$ cat src/rtl/lsac_pkg.sv
package lsac_pkg;

  // Item formats on the two channels.
  typedef struct packed {
    logic [15:0] start_angle_word;
    logic [15:0] end_angle_word;
    logic [7:0]  sample_count;
    logic [7:0]  sample_index;
    logic [15:0] raw_distance;
  } in_item_t;

  localparam int OUT_ANGLE_W = 21;

  typedef struct packed {
    logic [15:0]            distance_quarter_mm;
    logic [OUT_ANGLE_W-1:0] corrected_angle;
  } out_item_t;

  // Fixed formats.
  localparam int ANGLE_W        = 15;     // angle bits 15:1 of a raw word
  localparam int SPAN_W         = 17;     // signed span in 1/64 degree
  localparam int PROD_W         = 25;     // signed span times index
  localparam int CNT_W          = 8;
  localparam int DIST_W         = 16;
  localparam int FULL_TURN_64   = 23040;  // 360 degrees in 1/64 degree
  localparam int CORDIC_Q       = 24;
  localparam int ATAN_TABLE_LEN = 24;
  localparam int CORDIC_W       = 57;     // signed CORDIC x and y
  localparam int Z_W            = 32;     // signed angle accumulator, Q24 degrees
  localparam int X_GAIN         = 15530;
  localparam int Y_GAIN         = 218;
  localparam int Y_ZERO         = 6212;
  localparam int Y_SLOPE        = 10;
  localparam int XM_W           = 30;
  localparam int YL_W           = 21;
  localparam int YM_W           = 29;
  localparam int WRAP_STAGES    = 10;     // conditional subtracts of 512 .. 1 turns

  // Values the CORDIC stages carry alongside x, y and z.
  typedef struct packed {
    logic [ANGLE_W-1:0]       start_angle;
    logic signed [PROD_W-1:0] prod;
    logic [CNT_W-1:0]         count_m1;
    logic [DIST_W-1:0]        raw;
  } side_t;

  // atan(2^-i) in degrees, Q24.
  function automatic logic signed [Z_W-1:0] atan_q24(input logic [4:0] idx);
    logic signed [Z_W-1:0] v;
    case (idx)
      5'd0:    v = 32'sd754974720;
      5'd1:    v = 32'sd445687602;
      5'd2:    v = 32'sd235489088;
      5'd3:    v = 32'sd119537938;
      5'd4:    v = 32'sd60000934;
      5'd5:    v = 32'sd30029717;
      5'd6:    v = 32'sd15018523;
      5'd7:    v = 32'sd7509720;
      5'd8:    v = 32'sd3754917;
      5'd9:    v = 32'sd1877466;
      5'd10:   v = 32'sd938734;
      5'd11:   v = 32'sd469367;
      5'd12:   v = 32'sd234684;
      5'd13:   v = 32'sd117342;
      5'd14:   v = 32'sd58671;
      5'd15:   v = 32'sd29335;
      5'd16:   v = 32'sd14668;
      5'd17:   v = 32'sd7334;
      5'd18:   v = 32'sd3667;
      5'd19:   v = 32'sd1833;
      5'd20:   v = 32'sd917;
      5'd21:   v = 32'sd458;
      5'd22:   v = 32'sd229;
      5'd23:   v = 32'sd115;
      default: v = '0;
    endcase
    return v;
  endfunction

endpackage

$ cat src/rtl/lsac_wrap.sv
module lsac_wrap #(
  parameter int ANGLE_FRAC_BITS = 12
) (
  input  logic                               clk_i,
  input  logic                               en_i,
  input  logic [ANGLE_FRAC_BITS+18:0]        q_i,
  input  logic                               neg_i,
  input  logic signed [ANGLE_FRAC_BITS+10:0] base_i,
  input  logic [lsac_pkg::DIST_W-1:0]        raw_i,
  output lsac_pkg::out_item_t                item_o
);

  localparam int AW = ANGLE_FRAC_BITS + 20;
  localparam int NS = lsac_pkg::WRAP_STAGES;
  localparam logic [AW-1:0] FULL = AW'(lsac_pkg::FULL_TURN_64) << (ANGLE_FRAC_BITS - 6);
  localparam logic [AW-1:0] BIAS = FULL << (NS - 1);

  logic signed [AW:0] qs, sum;

  // The bias of 512 turns lifts every reachable angle above zero.
  always_comb begin
    qs  = neg_i ? -$signed((AW + 1)'({1'b0, q_i})) : $signed((AW + 1)'({1'b0, q_i}));
    sum = (AW + 1)'(base_i) + qs + $signed((AW + 1)'(BIAS) );
  end

  logic [AW-1:0]               c_ang_q;
  logic [lsac_pkg::DIST_W-1:0] c_raw_q;

  always_ff @(posedge clk_i) begin
    if (en_i) begin
      c_ang_q <= AW'(sum);
      c_raw_q <= raw_i;
    end
  end

  logic [AW-1:0]               ang_q [NS];
  logic [lsac_pkg::DIST_W-1:0] raw_q [NS];

  for (genvar k = 0; k < NS; k++) begin : g_turn
    localparam logic [AW-1:0] SUB = FULL << (NS - 1 - k);
    logic [AW-1:0]               a_in, a_d;
    logic [lsac_pkg::DIST_W-1:0] r_in;

    if (k == 0) begin : g_first
      assign a_in = c_ang_q;
      assign r_in = c_raw_q;
    end else begin : g_next
      assign a_in = ang_q[k-1];
      assign r_in = raw_q[k-1];
    end

    assign a_d = (a_in >= SUB) ? a_in - SUB : a_in;

    always_ff @(posedge clk_i) begin
      if (en_i) begin
        ang_q[k] <= a_d;
        raw_q[k] <= r_in;
      end
    end
  end

  assign item_o.distance_quarter_mm = raw_q[NS-1];
  assign item_o.corrected_angle     = ang_q[NS-1][lsac_pkg::OUT_ANGLE_W-1:0];

endmodule

$ cat config.mk
export PLATFORM = sky130hd
export DESIGN_NAME = lsac_wrap
export DESIGN_NICKNAME = d
export VERILOG_FILES = /design/src/rtl/lsac_pkg.sv /design/src/rtl/lsac_wrap.sv
export SDC_FILE = /design/constraint.sdc
export NUM_CORES = 1
export LEC_CHECK = 0
export BUFFER_PORTS_ARGS = -buffer_cell sky130_fd_sc_hd__buf_2
export CAP_MARGIN = 20
export CORE_MARGIN = 2
export CORE_UTILIZATION = 55
export DETAILED_ROUTE_END_ITERATION = 10
export GPL_TIMING_DRIVEN = 1
export PLACE_DENSITY = 0.76
export SLEW_MARGIN = 20
export SYNTH_ARGS = -nofsm -noshare
export SYNTH_HDL_FRONTEND = slang
export SYNTH_SLANG_ARGS = --single-unit
export TNS_END_PERCENT = 5
$ cat constraint.sdc
create_clock -name clk_i -period 4.5 [get_ports clk_i]
set_input_delay 0.45 -clock clk_i [delete_from_list [all_inputs] [get_ports clk_i]]
set_output_delay 0.45 -clock clk_i [all_outputs]
set_load 0.03 [all_outputs]
==> run_results.csv <==
group,metric,value,unit
status,outcome,"complete, no violations",
placement,dp_hpwl,20.5,mm
die,die_width,199,um
global_routing,grt_pass1_wl,51.2,mm
timing,rsz0062_at_grt,"false",
worst_hold_path,hold_class,"input pin to flop",
clocking,path_clk_slew,60,ps
global_routing,grt_pass1_vias,11040,
worst_hold_path,worstHoldStart,"raw_i[6]",
drt,antenna_left,0,
pwr,p_comb_frac,0.144,
pwr,ir_worst_vdd,0.277,mV
synth,yosys_warnings,0,
critical_path,reg2reg_depth,7,
critical_path,r2r-end,"ang_q[6][29]",
pwr,leakage,8.87,nW
clocking,cts_num_sinks,517,
drt,drc,0,
critical_path,critPathKind,"input pin to flop",
die,start_util,0.558,
synth,async_flop_share,0,
placement,portBuffers,109,
global_routing,overflow,0,
critical_path,cp_max_fo,3,
synth,synth_cells,1327,
critical_path,required,4800,ps
pwr,power_density,500,nW/um2
timing,whs,61.6,ps
worst_hold_path,hold_path_depth,1,
placement,place_area,22600,um2
synth,synth_flop_cell,"edfxtp_1",
clocking,cts_tree,"yes",
pwr,internal_power,0.00904,W
clocking,hold_buffers,0,
pwr,power.net_switching,0.00298,W
critical_path,timing.rr.start,"ang_q[5][1]",
die,dieArea,39800,um2
layout,nFillCells,2680,
global_routing,grt_usage,0.164,
synth,syn_avg_cell_area,15.8,um2
global_routing,grt_max_degree,123,
timing,worstMarginPinSlew,902,ps
layout,layout.cells.non_filler,2071,
drt,vias,10932,
placement,gp_congestion,0.822,
synth,ys_ff_latch,517,
job,maxCapViolCount,0,
synth,netlist_area,21000,um2
layout,area_delta_synth_final,14.5,%
synth,syn_nets,1478,
synth,synth-edff-count,517,
timing,fmax,245,MHz
clocking,cts-buffers-inserted,46,
layout,diodes,0,
die,fp.coreArea,37700,um2
global_routing,antenna_found_initial,0,
timing,finalCriticalPeriod,4090,ps
timing,hold_viol,0,
layout,drive_gt1_frac,0.157,
layout,final_nets,1676,
clocking,cts_root_buf,"clkbuf_16",
critical_path,start_kind,"input pin",
layout,final_cell_area,24100,um2
drt,drt_iter0_drc,608,
clocking,clock_path_buffers,3,
die,row_count,71,
timing,drv_slew,0,
critical_path,timing.reg2reg.setup_slack,1530,ps
critical_path,end_kind,"flop",
timing,setup_viol_count_final,0,
timing,fin_skew,30.2,ps
synth,synth_seq_area_share,0.739,
timing,fin_crit_sh,0.908,
drt,routed_wl,31.8,mm
die,pin_count,110,
critical_path,cp.arrival,4380,ps
pwr,p_sw_frac,0.248,
timing,fin_tns_setup,0,ps
drt,avgRoutedWirePerCell,15.3,um
clocking,clock_latency,560,ps
die,die_h,199,um
pwr,pwr-share-clk,0.310,
timing,relSlewSlack,0.399,
pwr,p_seq_frac,0.545,
placement,dpl.cell_count,1988,
drt,dr.pass1.iters,5,
synth,ys_types,60,
drt,viasPerCell,5.28,
critical_path,critPathLaunch,"q_i[13]",
clocking,htreeDepth,2,
worst_hold_path,holdPathEnd,"c_raw_q[6]",
-- kinds of logic (layout without fill, tap and decap cells) --
logic type,count (synthesis),in the layout,share of synthesized area
DFF,517,517,0.739
xor gates and xnor gates,140,140,0.0584
muxes,6,6,0.00292
adders and majority gates,78,78,0.0468
and+or+nand+nor,343,343,0.0852
buffers and inverters,57,290,0.0102
AOI/OAI and AO/OA,186,186,0.0573
-- sequential cells by signal, indices dropped and copies added (netlist names) --
signal / cells
ang_q: 309
c_ang_q: 32
c_raw_q: 16
raw_q: 160
-- timing repair --
action,in CTS,in global routing
setup buffers,0,0
gates resized for setup,0,1
endpoints found under the setup margin,0,1
-- layout make-up --
class | instances | area [um2] | share of cell area
inverters | 44 | 165 | 0.00687
clock buffers | 54 | 1200 | 0.0500
well taps | 511 | 639 | 0.0266
repair buffers | 163 | 998 | 0.0415
flip-flops and latches | 517 | 15500 | 0.645
clock inverters | 29 | 250 | 0.0104
multi-input cells | 753 | 5280 | 0.219
-- worst max-delay path: stages --
cell       delay (ps)
buf_2             100
or4_1             560
or4_1             430
or3_4             350
nand2b_4          150
o21ai_0           200
xor2_1            100
ha_1              280
inv_1              40
ha_1              300
a21o_1            190
and2_1            160
or4_1             400
a21oi_1           120
nor3_1             80
a2111oi_0         390
nor2_1             80
-- worst max-delay path by stage --
stage             endpoint  slack (ps)  cells past startpoint
3_5_place_dp   c_ang_q[31]        -260                     15
5_1_grt        c_ang_q[30]         130                     17
4_1_cts        c_ang_q[31]         310                     15
2_1_floorplan  c_ang_q[30]          30                     17
6_report       c_ang_q[30]         410                     17
3_3_place_gp   c_ang_q[31]        -160                     15
-- cells in the final DEF, fill, tap and decap left out, types with 7 or more instances in the layout --
master and instances:
or3_1 13, ha_1 77, nand2b_1 20, nor4b_1 9
o21ai_0 52, clkinv_1 13, nand3b_1 7, buf_2 108
o21bai_1 11, and3_1 7, a21o_1 20, clkbuf_16 47
nor4_1 32, o21a_1 10, edfxtp_1 517, clkinv_2 9
clkbuf_1 7, a21oi_1 43, nor2_1 80, xnor2_1 88
nor3_1 39, nand3_1 18, or4_1 12, nand2_1 71
xor2_1 52, buf_4 51, o31ai_1 10, inv_1 44
-- synthesized netlist by cell type (2+ instances only) --
cell type,instances,area [um2]
edfxtp_1,517,15500
xnor2_1,88,771
nor2_1,80,300
ha_1,77,963
nand2_1,71,267
o21ai_0,52,260
xor2_1,52,455
inv_1,44,165
a21oi_1,43,215
nor3_1,40,200
nor4_1,32,200
a21o_1,20,150
nand2b_1,20,125
nand3_1,18,90.1
or3_1,13,81.3
clkbuf_1,12,45.0
or4_1,12,90.1
o21bai_1,11,82.6
o21a_1,10,75.1
o31ai_1,10,75.1
nor4b_1,9,78.8
and3_1,7,43.8
nand3b_1,7,52.6
nand4_1,6,37.5
o41ai_1,6,52.6
or2_2,6,37.5
a31oi_1,5,31.3
mux2i_1,5,50.1
nor3b_1,5,37.5
a211oi_1,4,30.0
and2_1,4,25.0
nor2b_1,3,18.8
o211ai_1,3,22.5
a2111oi_0,2,17.5
a211o_1,2,17.5
a22o_1,2,17.5
a31o_2,2,17.5
and4_1,2,17.5
nand2b_4,2,27.5
o311ai_0,2,17.5
or4_4,2,22.5
-- power groups by stage --
stage               sequential, W  clock, W  combinational [W]
finish                    0.00655   0.00373            0.00174
global route              0.00662   0.00397            0.00196
CTS                       0.00655   0.00379            0.00174
detailed placement        0.00663         0            0.00172
global placement          0.00659         0            0.00167
floorplan                 0.00656         0            0.00118
-- per-layer routing --
| metal | global-route usage | vias to the layer above | wire, um |
|---|---|---|---|
| met2 | 0.312 | 249 | 17200 |
| met4 | 0.0820 | 0 | 1360 |
| met1 | 0.176 | 5129 | 12100 |
| met5 | 0 | - | 0 |
| met3 | 0.0233 | 88 | 1070 |
| li1 | - | 5466 | - |
-- through the flow --
stage | setup slack, ps | total power, W | util
final | 413 | 0.0120 | 0.639
after global routing | 126 | 0.0125 | 0.639
after CTS | 314 | 0.0121 | 0.638
after detailed placement | -256 | 0.00835 | 0.600
after global placement | -162 | 0.00825 | 0.600
after floorplan | 26.9 | 0.00774 | -
Power figures use the tool's default switching activity.
