**src/rtl/lsac_pkg.sv**
```systemverilog
package lsac_pkg;

  // Item formats on the two channels.
  typedef struct packed {
    logic [15:0] start_angle_word;
    logic [15:0] end_angle_word;
    logic [7:0]  sample_count;
    logic [7:0]  sample_index;
    logic [15:0] raw_distance;
  } in_item_t;

  localparam int OUT_ANGLE_W = 21;

  typedef struct packed {
    logic [15:0]            distance_quarter_mm;
    logic [OUT_ANGLE_W-1:0] corrected_angle;
  } out_item_t;

  // Fixed formats.
  localparam int ANGLE_W        = 15;     // angle bits 15:1 of a raw word
  localparam int SPAN_W         = 17;     // signed span in 1/64 degree
  localparam int PROD_W         = 25;     // signed span times index
  localparam int CNT_W          = 8;
  localparam int DIST_W         = 16;
  localparam int FULL_TURN_64   = 23040;  // 360 degrees in 1/64 degree
  localparam int CORDIC_Q       = 24;
  localparam int ATAN_TABLE_LEN = 24;
  localparam int CORDIC_W       = 57;     // signed CORDIC x and y
  localparam int Z_W            = 32;     // signed angle accumulator, Q24 degrees
  localparam int X_GAIN         = 15530;
  localparam int Y_GAIN         = 218;
  localparam int Y_ZERO         = 6212;
  localparam int Y_SLOPE        = 10;
  localparam int XM_W           = 30;
  localparam int YL_W           = 21;
  localparam int YM_W           = 29;
  localparam int WRAP_STAGES    = 10;     // conditional subtracts of 512 .. 1 turns

  // Values the CORDIC stages carry alongside x, y and z.
  typedef struct packed {
    logic [ANGLE_W-1:0]       start_angle;
    logic signed [PROD_W-1:0] prod;
    logic [CNT_W-1:0]         count_m1;
    logic [DIST_W-1:0]        raw;
  } side_t;

  // atan(2^-i) in degrees, Q24.
  function automatic logic signed [Z_W-1:0] atan_q24(input logic [4:0] idx);
    logic signed [Z_W-1:0] v;
    case (idx)
      5'd0:    v = 32'sd754974720;
      5'd1:    v = 32'sd445687602;
      5'd2:    v = 32'sd235489088;
      5'd3:    v = 32'sd119537938;
      5'd4:    v = 32'sd60000934;
      5'd5:    v = 32'sd30029717;
      5'd6:    v = 32'sd15018523;
      5'd7:    v = 32'sd7509720;
      5'd8:    v = 32'sd3754917;
      5'd9:    v = 32'sd1877466;
      5'd10:   v = 32'sd938734;
      5'd11:   v = 32'sd469367;
      5'd12:   v = 32'sd234684;
      5'd13:   v = 32'sd117342;
      5'd14:   v = 32'sd58671;
      5'd15:   v = 32'sd29335;
      5'd16:   v = 32'sd14668;
      5'd17:   v = 32'sd7334;
      5'd18:   v = 32'sd3667;
      5'd19:   v = 32'sd1833;
      5'd20:   v = 32'sd917;
      5'd21:   v = 32'sd458;
      5'd22:   v = 32'sd229;
      5'd23:   v = 32'sd115;
      default: v = '0;
    endcase
    return v;
  endfunction

endpackage

```
**src/rtl/lsac_front.sv**
```systemverilog
module lsac_front (
  input  logic                                clk_i,
  input  logic                                en_i,
  input  lsac_pkg::in_item_t                  item_i,
  output lsac_pkg::side_t                     side_o,
  output logic signed [lsac_pkg::CORDIC_W-1:0] x0_o,
  output logic signed [lsac_pkg::CORDIC_W-1:0] y0_o
);

  logic [lsac_pkg::ANGLE_W-1:0]       s_a, e_a;
  logic signed [lsac_pkg::SPAN_W-1:0] span;
  logic [lsac_pkg::XM_W-1:0]          xm;
  logic signed [lsac_pkg::YL_W-1:0]   ylin;
  logic signed [lsac_pkg::YM_W-1:0]   ym;
  lsac_pkg::side_t                    side_d;
  logic signed [lsac_pkg::CORDIC_W-1:0] x0_d, y0_d;

  always_comb begin
    s_a = item_i.start_angle_word[15:1];
    e_a = item_i.end_angle_word[15:1];
    // Going through 360 degrees when the start is above the end.
    if (s_a > e_a) begin
      span = lsac_pkg::SPAN_W'(lsac_pkg::FULL_TURN_64) - $signed({2'b00, s_a})
             + $signed({2'b00, e_a});
    end else begin
      span = $signed({2'b00, e_a}) - $signed({2'b00, s_a});
    end
    side_d.start_angle = s_a;
    side_d.prod = lsac_pkg::PROD_W'(span)
                  * lsac_pkg::PROD_W'($signed({1'b0, item_i.sample_index}));
    side_d.count_m1 = (item_i.sample_count == '0) ? '0 : item_i.sample_count - 8'd1;
    side_d.raw = item_i.raw_distance;

    xm = lsac_pkg::XM_W'(lsac_pkg::X_GAIN) * lsac_pkg::XM_W'(item_i.raw_distance);
    ylin = lsac_pkg::YL_W'(lsac_pkg::Y_ZERO)
           - $signed(lsac_pkg::YL_W'(lsac_pkg::Y_SLOPE * 32'(item_i.raw_distance)));
    ym = lsac_pkg::YM_W'(ylin) * lsac_pkg::YM_W'(lsac_pkg::Y_GAIN);
    x0_d = $signed(lsac_pkg::CORDIC_W'({xm, {lsac_pkg::CORDIC_Q{1'b0}}}));
    y0_d = lsac_pkg::CORDIC_W'($signed({ym, {lsac_pkg::CORDIC_Q{1'b0}}}));
  end

  always_ff @(posedge clk_i) begin
    if (en_i) begin
      side_o <= side_d;
      x0_o   <= x0_d;
      y0_o   <= y0_d;
    end
  end

endmodule

```
**config.mk**
```make
export PLATFORM = sky130hd
export DESIGN_NAME = lsac_front
export DESIGN_NICKNAME = d
export VERILOG_FILES = /design/src/rtl/lsac_pkg.sv /design/src/rtl/lsac_front.sv
export SDC_FILE = /design/constraint.sdc
export NUM_CORES = 1
export LEC_CHECK = 0
export ABC_AREA = 1
export BUFFER_PORTS_ARGS = -buffer_cell sky130_fd_sc_hd__buf_2
export CORE_UTILIZATION = 35
export DETAILED_ROUTE_END_ITERATION = 10
export PLACE_DENSITY = 0.57
export SLEW_MARGIN = 20
export SYNTH_ARGS = -nofsm -noshare
export SYNTH_HDL_FRONTEND = slang
export SYNTH_SLANG_ARGS = --single-unit
```
**constraint.sdc**
```tcl
create_clock -name clk_i -period 6.4 [get_ports clk_i]
set_input_delay 0.32 -clock clk_i [delete_from_list [all_inputs] [get_ports clk_i]]
set_output_delay 0.32 -clock clk_i [all_outputs]
set_load 0.02 [all_outputs]
```
==> load_flow_metrics.sql <==
INSERT INTO impl_metrics (metric_group, metric, value, unit) VALUES
('status', 'outcome', 'finished, violations left', ''),
('status', 'violations_in_the_final_reports', 'design-rule violations', ''),
('routing', 'routed-via-count', '15000', ''),
('logic_synthesis', 'async_reset_ff_share', '0', '%'),
('sta', 'final_count_of_hold_timing_violations', '0', ''),
('floorplan', 'die_area', '54800', 'um^2'),
('placement', 'gp_congestion', '0.886', ''),
('cells_and_area', 'fraction_of_final_layout_cells_sized_beyond_drive_strength_1', '24.1', '%'),
('floorplan', 'die_x', '234', 'um'),
('job', 'max_cap_viol_count', '0', ''),
('logic_synthesis', 'synth_warnings', '0', ''),
('floorplan', 'fp-row-count', '84', ''),
('logic_synthesis', 'ys_top_cells_by_area', 'fa_1, edfxtp_1, ha_1, inv_1, nand2_1', ''),
('floorplan', 'pin_count', '244', ''),
('setup_path', 'critPathKind', 'primary input to flip-flop', ''),
('cts', 'clkSinkCount', '117', ''),
('routing', 'route.detailed.vias_per_inst', '4.52', ''),
('sta', 'max_slew.worst_pin.slew', '0.944', 'ns'),
('hold_path', 'worst_hold_path.endpoint', 'side_o[57]', ''),
('cts', 'clock_transition_at_the_registers_of_the_reported_paths', '0.05', 'ns'),
('routing', 'routed_wire_length_per_instance', '13.9', 'um'),
('cts', 'cts_inserted_buffers', '17', ''),
('setup_path', 'cpMaxStageDelayCell', 'fa_1', ''),
('grt', 'grt_antenna_before_repair', '5', ''),
('routing', 'dr_wl_met2', '21600', 'um'),
('sta', 'timing.setup.tns', '0', 'ns'),
('setup_path', 'crit_path_end_kind', 'flip-flop', ''),
('cts', 'cts_max_path_buffers', '2', ''),
('setup_path', 'timing.critical_path.slowest_cell_delay', '0.54', 'ns'),
('sta', 'finish_stage_setup_viols', '0', ''),
('cells_and_area', 'nets', '3152', ''),
('sta', 'post-route-min-period', '6.12', 'ns'),
('logic_synthesis', 'synth.avg_cell_area', '8.80', 'um^2'),
('routing', 'drc_violations_left', '10', ''),
('setup_path', 'critical_path_peak_fanout', '8', ''),
('logic_synthesis', 'synth_commonest_cells', 'inv_1, nand2_1, ha_1', ''),
('logic_synthesis', 'post_synth_instance_area', '18900', 'um^2'),
('cells_and_area', 'nFillCells', '5144', ''),
('setup_path', 'crit_arrival', '6.35', 'ns'),
('cts', 'ctsHtreeMaxLevel', '4', ''),
('setup_path', 'critPathLaunchType', 'primary input', ''),
('logic_synthesis', 'synth-seq-cells', '117', ''),
('grt', 'grt.total_usage', '17.4', '%'),
('logic_synthesis', 'synth_seq_area_share', '18.6', '%'),
('logic_synthesis', 'syn-instance-count', '2144', ''),
('cts', 'cts_tree', 'done', ''),
('routing', 'ant_nets', '0', ''),
('placement', 'detailed_place_hpwl', '40000', 'um'),
('hold_path', 'timing.hold.worst.start', 'item_i[57]', ''),
('grt', 'global_route.overflow_total', '0', ''),
('hold_path', 'holdCritPathClass', 'primary input to flip-flop', ''),
('logic_synthesis', 'synth_enable_flop_cells', '117', ''),
('grt', 'grt_first_pass_wirelength', '75100', 'um'),
('routing', 'met1Wirelength', '21300', 'um'),
('floorplan', 'die-height', '234', 'um'),
('sta', 'max_slew_margin', '37.1', '%'),
('sta', 'final_min_period_over_clock_period', '95.7', '%'),
('cts', 'root_buffer', 'clkbuf_16', ''),
('sta', 'grt_setup_unrepaired', 'yes', ''),
('setup_path', 'worst_ep_required_time', '6.62', 'ns'),
('floorplan', 'effective_utilization_at_floorplan', '35.7', '%'),
('cells_and_area', 'flow.area_growth_from_synthesis', '24.2', '%'),
('grt', 'grt_pass1_vias', '15300', ''),
('routing', 'met3RoutedLength', '1990', 'um'),
('logic_synthesis', 'synth_largest_area_cell', 'fa_1', ''),
('logic_synthesis', 'yosys.cell_types.count', '51', ''),
('placement', 'buffer_ports.inserted', '187', ''),
('hold_path', 'whs_path_depth', '1', ''),
('routing', 'drt-initial-drc-count', '582', ''),
('routing', 'postRouteWirelength', '46000', 'um'),
('routing', 'highest-signal-layer', 'met5', ''),
('cts', 'post_cts_hold_buffer_count', '0', ''),
('logic_synthesis', 'synth.most_common_cell', 'inv_1', ''),
('floorplan', 'core-area', '52900', 'um^2'),
('routing', 'first_pass_iters', '8', ''),
('sta', 'final-max-slew-violation-count', '0', ''),
('logic_synthesis', 'synth_ff_type', 'edfxtp_1', ''),
('grt', 'grt_max_degree', '71', ''),
('logic_synthesis', 'synth_top_area_share', '24.7', '%'),
('sta', 'achievable-frequency', '0.163', 'GHz');
logic make-up (layout without fill, tap and decap cells):
| group | count (synthesis) | after routing | share of synthesized area (%) |
|---|---|---|---|
| other | 1 | 58 | 0.0199 |
| AOI/OAI and AO/OA | 218 | 218 | 6.57 |
| DFF | 117 | 117 | 18.6 |
| buffers and inverters | 546 | 963 | 12.1 |
| adders and majority gates | 484 | 484 | 41.4 |
| xor gates and xnor gates | 135 | 135 | 6.47 |
| and+or+nand+nor | 643 | 643 | 14.8 |
metal layers:
| metal | track usage [%] | vias to the layer above |
|---|---|---|
| li1 | - | 7547 |
| met3 | 3.25 | 56 |
| met2 | 28.3 | 308 |
| met5 | 0 | - |
| met1 | 22.9 | 7044 |
| met4 | 6.55 | 2 |
state kept, by name, summed over array words and instances, names as in the netlist:
| register | flops |
|---|---|
| side_o | 64 |
| x0_o | 27 |
| y0_o | 26 |
repair_timing:
item / in CTS / in global routing
resized for setup: 0 / 95
setup buffers: 0 / 8
endpoints found under the setup margin: 0 / 12
worst max-delay path, delay by kind of cell:
family | cells | cell delay, ns
compound gates | 12 | 1.65
xor+xnor | 1 | 0.13
fa+ha+maj | 7 | 3.05
buf+inv | 9 | 0.79
simple gates | 5 | 0.39
cells in the final DEF, fill, tap and decap left out, types with 5 or more instances in the layout:
cell type,instances
conb_1,54
nand4_1,17
buf_4,271
o21ai_2,11
edfxtp_1,117
nor2_1,133
nand2_2,29
nand2_4,8
xor2_1,89
nand3_1,81
nand2_1,327
buf_2,186
xnor2_1,42
nand3_2,10
a21oi_1,94
a21o_1,6
a21oi_2,17
inv_2,12
clkbuf_16,17
fa_1,233
ha_1,236
o21bai_1,10
o21ai_1,7
a31oi_1,6
inv_1,461
clkinv_1,6
nor3_1,6
nor2_2,14
ha_4,15
o21ai_0,41
or2_2,5
per-stage QoR:
stage / std cells / hold WS (ns) / setup slack (ns) / instance area [um^2] / util [%]
final: 3306 / 0.0725 / 0.276 / 23400 / 44.3
after detailed placement: 3263 / 0.550 / -0.486 / 22300 / 42.2
after CTS: 3294 / 0.0375 / 0.0145 / 22900 / 43.3
after global routing: 3306 / 0.0543 / -0.0483 / 23400 / 44.3
after global placement: 3263 / 0.547 / -0.368 / 22300 / 42.2
after floorplan: 2197 / 0.419 / 0.0370 / 19100 / -
area by class of cell:
type                    instances  area, um^2  area share (%)
multi-input cells            1534       13700            58.6
flip-flops and latches        117        3510            15.0
repair buffers                458        2980            12.7
inverters                     474        1780            7.59
well taps                     688         861            3.67
clock buffers                  18         429            1.83
clock inverters                13         140           0.598
diodes                          4        10.0          0.0427
how the worst max path moves through the flow:
stage / startpoint / end / cells past startpoint
2_1_floorplan: item_i[50] / side_o[48] / 34
6_report: item_i[33] / side_o[44] / 34
4_1_cts: item_i[50] / side_o[44] / 33
5_1_grt: item_i[33] / side_o[44] / 34
3_3_place_gp: item_i[50] / side_o[44] / 33
3_5_place_dp: item_i[50] / side_o[44] / 33
Power is not shown: default switching activity piles up to over one toggle a cycle in this logic, so the estimate is an artifact.
