===== src/rtl/lsac_pkg.sv =====
package lsac_pkg;

  // Item formats on the two channels.
  typedef struct packed {
    logic [15:0] start_angle_word;
    logic [15:0] end_angle_word;
    logic [7:0]  sample_count;
    logic [7:0]  sample_index;
    logic [15:0] raw_distance;
  } in_item_t;

  localparam int OUT_ANGLE_W = 21;

  typedef struct packed {
    logic [15:0]            distance_quarter_mm;
    logic [OUT_ANGLE_W-1:0] corrected_angle;
  } out_item_t;

  // Fixed formats.
  localparam int ANGLE_W        = 15;     // angle bits 15:1 of a raw word
  localparam int SPAN_W         = 17;     // signed span in 1/64 degree
  localparam int PROD_W         = 25;     // signed span times index
  localparam int CNT_W          = 8;
  localparam int DIST_W         = 16;
  localparam int FULL_TURN_64   = 23040;  // 360 degrees in 1/64 degree
  localparam int CORDIC_Q       = 24;
  localparam int ATAN_TABLE_LEN = 24;
  localparam int CORDIC_W       = 57;     // signed CORDIC x and y
  localparam int Z_W            = 32;     // signed angle accumulator, Q24 degrees
  localparam int X_GAIN         = 15530;
  localparam int Y_GAIN         = 218;
  localparam int Y_ZERO         = 6212;
  localparam int Y_SLOPE        = 10;
  localparam int XM_W           = 30;
  localparam int YL_W           = 21;
  localparam int YM_W           = 29;
  localparam int WRAP_STAGES    = 10;     // conditional subtracts of 512 .. 1 turns

  // Values the CORDIC stages carry alongside x, y and z.
  typedef struct packed {
    logic [ANGLE_W-1:0]       start_angle;
    logic signed [PROD_W-1:0] prod;
    logic [CNT_W-1:0]         count_m1;
    logic [DIST_W-1:0]        raw;
  } side_t;

  // atan(2^-i) in degrees, Q24.
  function automatic logic signed [Z_W-1:0] atan_q24(input logic [4:0] idx);
    logic signed [Z_W-1:0] v;
    case (idx)
      5'd0:    v = 32'sd754974720;
      5'd1:    v = 32'sd445687602;
      5'd2:    v = 32'sd235489088;
      5'd3:    v = 32'sd119537938;
      5'd4:    v = 32'sd60000934;
      5'd5:    v = 32'sd30029717;
      5'd6:    v = 32'sd15018523;
      5'd7:    v = 32'sd7509720;
      5'd8:    v = 32'sd3754917;
      5'd9:    v = 32'sd1877466;
      5'd10:   v = 32'sd938734;
      5'd11:   v = 32'sd469367;
      5'd12:   v = 32'sd234684;
      5'd13:   v = 32'sd117342;
      5'd14:   v = 32'sd58671;
      5'd15:   v = 32'sd29335;
      5'd16:   v = 32'sd14668;
      5'd17:   v = 32'sd7334;
      5'd18:   v = 32'sd3667;
      5'd19:   v = 32'sd1833;
      5'd20:   v = 32'sd917;
      5'd21:   v = 32'sd458;
      5'd22:   v = 32'sd229;
      5'd23:   v = 32'sd115;
      default: v = '0;
    endcase
    return v;
  endfunction

endpackage


===== src/rtl/lsac_div.sv =====
module lsac_div #(
  parameter int ANGLE_FRAC_BITS = 12
) (
  input  logic                               clk_i,
  input  logic                               en_i,
  input  logic signed [lsac_pkg::Z_W-1:0]    z_i,
  input  lsac_pkg::side_t                    side_i,
  output logic [ANGLE_FRAC_BITS+18:0]        q_o,
  output logic                               neg_o,
  output logic signed [ANGLE_FRAC_BITS+10:0] base_o,
  output logic [lsac_pkg::DIST_W-1:0]        raw_o
);

  localparam int SH     = ANGLE_FRAC_BITS - 6;
  localparam int MAG_W  = ANGLE_FRAC_BITS + 19;
  localparam int NUM_W  = lsac_pkg::PROD_W + SH + 2;
  localparam int BASE_W = ANGLE_FRAC_BITS + 11;
  localparam int CRW    = lsac_pkg::Z_W + 1 - (lsac_pkg::CORDIC_Q - ANGLE_FRAC_BITS);
  localparam int DEN_W  = lsac_pkg::CNT_W + 1;
  localparam int ZR_W   = lsac_pkg::Z_W + 1;

  logic signed [NUM_W-1:0] n_v, num;
  logic [lsac_pkg::CNT_W-1:0] den;
  logic signed [ZR_W-1:0]  zr;
  logic signed [CRW-1:0]   corr;
  logic                    neg_d;
  logic [MAG_W-1:0]        mag_d;
  logic signed [BASE_W-1:0] base_d;

  always_comb begin
    // A count of one or zero gives no interpolation: numerator 1, divisor 2.
    if (side_i.count_m1 == '0) begin
      den = lsac_pkg::CNT_W'(1);
      n_v = '0;
    end else begin
      den = side_i.count_m1;
      n_v = NUM_W'(side_i.prod) <<< SH;
    end
    num   = (n_v <<< 1) + $signed(NUM_W'(den));
    neg_d = num[NUM_W-1];
    // Floor of a negative quotient: divide the magnitude rounded up.
    if (neg_d) begin
      mag_d = MAG_W'(-num + $signed(NUM_W'({den, 1'b0})) - NUM_W'(1));
    end else begin
      mag_d = MAG_W'(num);
    end

    zr   = ZR_W'(z_i) + ZR_W'(1 << (lsac_pkg::CORDIC_Q - ANGLE_FRAC_BITS - 1));
    corr = CRW'(zr >>> (lsac_pkg::CORDIC_Q - ANGLE_FRAC_BITS));
    if (side_i.raw == '0) begin
      corr = '0;
    end
    base_d = ($signed(BASE_W'({1'b0, side_i.start_angle})) <<< SH) + BASE_W'(corr);
  end

  logic [MAG_W-1:0]          b_mag_q;
  logic [DEN_W-1:0]          b_den_q;
  logic                      b_neg_q;
  logic signed [BASE_W-1:0]  b_base_q;
  logic [lsac_pkg::DIST_W-1:0] b_raw_q;

  always_ff @(posedge clk_i) begin
    if (en_i) begin
      b_mag_q  <= mag_d;
      b_den_q  <= {den, 1'b0};
      b_neg_q  <= neg_d;
      b_base_q <= base_d;
      b_raw_q  <= side_i.raw;
    end
  end

  // Restoring division, one quotient bit per stage. The numerator leaves the
  // top of the work word as the quotient bits enter at the bottom.
  logic [MAG_W-1:0]            work_q [MAG_W];
  logic [DEN_W-1:0]            rem_q  [MAG_W];
  logic [DEN_W-1:0]            den_q  [MAG_W];
  logic                        neg_q  [MAG_W];
  logic signed [BASE_W-1:0]    base_q [MAG_W];
  logic [lsac_pkg::DIST_W-1:0] raw_q  [MAG_W];

  for (genvar j = 0; j < MAG_W; j++) begin : g_bit
    logic [MAG_W-1:0]            w_in;
    logic [DEN_W-1:0]            r_in, d_in, r_d;
    logic                        n_in;
    logic signed [BASE_W-1:0]    ba_in;
    logic [lsac_pkg::DIST_W-1:0] ra_in;
    logic [DEN_W:0]              trial;
    logic                        ge;

    if (j == 0) begin : g_first
      assign w_in  = b_mag_q;
      assign r_in  = '0;
      assign d_in  = b_den_q;
      assign n_in  = b_neg_q;
      assign ba_in = b_base_q;
      assign ra_in = b_raw_q;
    end else begin : g_next
      assign w_in  = work_q[j-1];
      assign r_in  = rem_q[j-1];
      assign d_in  = den_q[j-1];
      assign n_in  = neg_q[j-1];
      assign ba_in = base_q[j-1];
      assign ra_in = raw_q[j-1];
    end

    always_comb begin
      trial = {r_in, w_in[MAG_W-1]};
      ge    = (trial >= {1'b0, d_in});
      r_d   = ge ? DEN_W'(trial - {1'b0, d_in}) : DEN_W'(trial);
    end

    always_ff @(posedge clk_i) begin
      if (en_i) begin
        work_q[j] <= {w_in[MAG_W-2:0], ge};
        rem_q[j]  <= r_d;
        den_q[j]  <= d_in;
        neg_q[j]  <= n_in;
        base_q[j] <= ba_in;
        raw_q[j]  <= ra_in;
      end
    end
  end

  assign q_o    = work_q[MAG_W-1];
  assign neg_o  = neg_q[MAG_W-1];
  assign base_o = base_q[MAG_W-1];
  assign raw_o  = raw_q[MAG_W-1];

endmodule


===== config.mk =====
export PLATFORM = sky130hd
export DESIGN_NAME = lsac_div
export DESIGN_NICKNAME = d
export VERILOG_FILES = /design/src/rtl/lsac_pkg.sv /design/src/rtl/lsac_div.sv
export SDC_FILE = /design/constraint.sdc
export NUM_CORES = 2
export LEC_CHECK = 0
export ABC_AREA = 1
export BUFFER_PORTS_ARGS = -buffer_cell sky130_fd_sc_hd__buf_2
export CAP_MARGIN = 25
export CELL_PAD_IN_SITES_DETAIL_PLACEMENT = 1
export CELL_PAD_IN_SITES_GLOBAL_PLACEMENT = 1
export CORE_MARGIN = 4
export CORE_UTILIZATION = 35
export CTS_CLUSTER_DIAMETER = 40
export DETAILED_ROUTE_END_ITERATION = 8
export PLACE_DENSITY_LB_ADDON = 0.1
export SLEW_MARGIN = 20
export SYNTH_ARGS = -nofsm -noshare
export SYNTH_HDL_FRONTEND = slang
export SYNTH_SLANG_ARGS = --single-unit

===== constraint.sdc =====
create_clock -name clk_i -period 5.85 [get_ports clk_i]
set_clock_uncertainty 0.15 [all_clocks]
set_input_delay 1.755 -clock clk_i [delete_from_list [all_inputs] [get_ports clk_i]]
set_output_delay 1.755 -clock clk_i [all_outputs]
set_load 0.01 [all_outputs]

==> metrics.yaml <==
die-width_um: 540.7
fin_util_pct: 42.46
syn-num-nets: 5859
num_vias: 43945
p_switching_w: 0.01386
drv_cap: 0
num-nets-final: 6419
clk_latency_ns: 0.90
timing.hold.ws_ns: 0.2324
synth_common_cells: "edfxtp_1, inv_1, nand2_1"
ys_ff_latch: 2790
antenna_found_initial: 14
placed_cell_area_mm2: 0.1051
syn_area_mm2: 0.09932
wl_per_cell_um: 14.69
place_congestion: 0.7717
p_leak_nw: 43.89
slew_headroom_pct: 24.37
synth_top_area_share_pct: 84.35
fmax_mhz: 218.0
fin_crit_sh_pct: 78.42
cts_buffer_depth: 4
placementRows: 195
worst_pin_slew_ns: 1.135
pwr-share-comb_pct: 11.0
r2r.worst_path.cells: 9
worstPathRequired_ns: 6.33
r2r-start: "rem_q[0][20]"
crit_end: "b_base_q[19]"
start_kind: "primary input"
criticalPathCategory: "in2reg"
cts-hold-fix-buffers: 0
ios: 169
clkPwrFrac_pct: 44.5
cts_max_level: 5
viasPerCell: 4.338
seq_area_frac_synth_pct: 84.35
power.internal_w: 0.04329
maxSlewViolCount: 0
final.fill_count: 27005
seq_power_share_pct: 44.5
p_per_area_mw_per_mm2: 476.7
rrSetupSlack_ns: 3.00
clk_pin_slew_worst_paths_ns: 0.05
status: "finished, final reports clean"
synthTopCellsByArea: "edfxtp_1, ha_1, a21oi_1"
cts_tree: "built"
hold_viol: 0
async_reset_ff_share_pct: 0
r2r_end: "rem_q[0][32]"
fin_area_mm2: 0.1199
cts-root-buf: "clkbuf_16"
die_area_mm2: 0.2924
yosysMostFrequentCell: "edfxtp_1"
grt_pass1_vias: 47765
cts_resized: 0
synth_top_area_cell: "edfxtp_1"
core_area_mm2: 0.2823
grt.total_usage_pct: 10.29
drt_iter0_markers: 2393
overflow: 0
setup_viol: 0
ys.flop_type: "edfxtp_1"
route.detailed.drc: 0
grt_pass1_wl_um: 249300
synthCells: 5462
area_growth_pct: 20.69
cp.arrival_ns: 5.07
grt_setup_unrepaired: "no"
synth_warnings: 0
drive_gt1_share_pct: 15.21
post_cts_buffers: 0
min_period_ns: 4.588
numCtsBuffers: 422
ys_types: 46
critPathMaxFanout: 4
hp-class: "reg2reg"
crit_start: "z_i[13]"
start_util_pct: 35.18
syn_area_per_cell_um2: 18.18
dr.pass1.iters: 5
power.total_w: 0.05714
tns_ns: 0
grt_max_degree: 145
cp-end-kind: "flip-flop"
antenna_left: 0
ir_worst_vdd_mv: 0.2551
dp_hpwl_um: 90110
wirelength_um: 148800
synth_edf_count: 2790
die_h_um: 540.7
clock_sinks: 2790
io_buffers: 157
swShare_pct: 24.25
[logic make-up (layout without fill, tap and decap cells)]
logic type               count (synthesis)  count (layout)  share of synthesized area [%]
flip-flops                            2790            2790                          84.35
AND/OR/NAND/NOR                       1006            1006                          4.296
AO/OA/AOI/OAI                          597             597                          3.206
buffers and inverters                  553            1477                          2.230
adder cells (fa/ha/maj)                299             299                          3.993
XOR/XNOR                               216             216                          1.912
multiplexers                             1               1                        0.01134
other                                    0               2                              0
[power by group through the flow]
| stage | clock network, W | logic (W) | registers [W] |
|---|---|---|---|
| after floorplan | 0 | 0.00466 | 0.0255 |
| after global placement | 0 | 0.00619 | 0.0258 |
| after detailed placement | 0 | 0.00640 | 0.0259 |
| after CTS | 0.0263 | 0.00644 | 0.0255 |
| after global routing | 0.0273 | 0.00736 | 0.0257 |
| final | 0.0254 | 0.00630 | 0.0254 |
[cells in the final DEF (no fill, tap or decap), drive strengths merged, types with 2 or more instances in the layout]
cell | Yosys | final
nor2 | 392 | 392
nand3 | 84 | 84
nor4 | 15 | 15
and2 | 2 | 2
clkinvlp | 0 | 50
xnor2 | 68 | 68
nand3b | 8 | 8
o21bai | 26 | 26
clkbuf | 54 | 468
o21a | 3 | 3
a21oi | 403 | 403
ha | 269 | 269
fa | 30 | 30
edfxtp | 2790 | 2790
nor3b | 2 | 2
bufinv | 0 | 62
nand4 | 16 | 16
nor3 | 36 | 36
clkinv | 0 | 161
diode | 0 | 2
buf | 32 | 222
a211oi | 8 | 8
xor2 | 148 | 148
inv | 467 | 514
nand2 | 427 | 427
or2 | 23 | 23
o21ai | 117 | 117
a31oi | 4 | 4
o211ai | 31 | 31
[state kept, by name (all words and copies together) (netlist names)]
name and count:
work_q 961, rem_q 270, den_q 240, b_neg_q 1, b_raw_q 16, base_q 713, raw_q 496, b_base_q 23
b_mag_q 31, neg_q 31, b_den_q 8
[worst min path at each step]
stage	from	end	cells after the start
finish	work_q[5][8]	work_q[6][9]	0
global placement	work_q[17][9]	work_q[18][10]	0
CTS	work_q[3][27]	work_q[4][28]	0
floorplan	b_base_q[0]	base_q[0][0]	0
global route	work_q[29][19]	work_q[30][20]	0
detailed placement	base_q[0][320]	base_q[0][343]	0
[per-layer routing]
layer	vias up	routed length, µm	track usage [%]
li1	21457	-	-
met3	380	7078	2.603
met2	682	69250	16.37
met1	21424	67540	13.64
met5	-	16	0
met4	2	4958	3.877
[critical path, cell delays in order]
cell and delay, ns:
buf_2 0.12, nand2_1 0.11, nor3_1 0.23, nand4_1 0.19, nor2_1 0.18, nand2_1 0.12
nor2_1 0.20, a31oi_1 0.11, a311oi_1 0.23, ha_1 0.25, nand2_1 0.09, inv_1 0.06
nand4_1 0.09, o211ai_1 0.18, a21boi_0 0.15, buf_4 0.17, o21ai_0 0.47, a31oi_1 0.20
xor2_1 0.18
[area by class of cell]
| type | count | area, µm² | share of cell area (%) |
|---|---|---|---|
| diodes | 2 | 5.005 | 0.004175 |
| clock inverters | 320 | 3945 | 3.291 |
| flip-flops and latches | 2790 | 83780 | 69.89 |
| well taps | 3743 | 4683 | 3.907 |
| clock buffers | 468 | 10780 | 8.989 |
| multi-input cells | 2119 | 13330 | 11.12 |
| inverters | 467 | 1753 | 1.462 |
| repair buffers | 222 | 1602 | 1.336 |
[through the flow]
step,worst slack (ns),cells
after floorplan,0.7966,5462
after global placement,0.4555,9341
after detailed placement,0.2977,9341
after CTS,1.317,10129
after global routing,0.9736,10130
final,1.262,10131
Power figures use the tool's default switching activity.
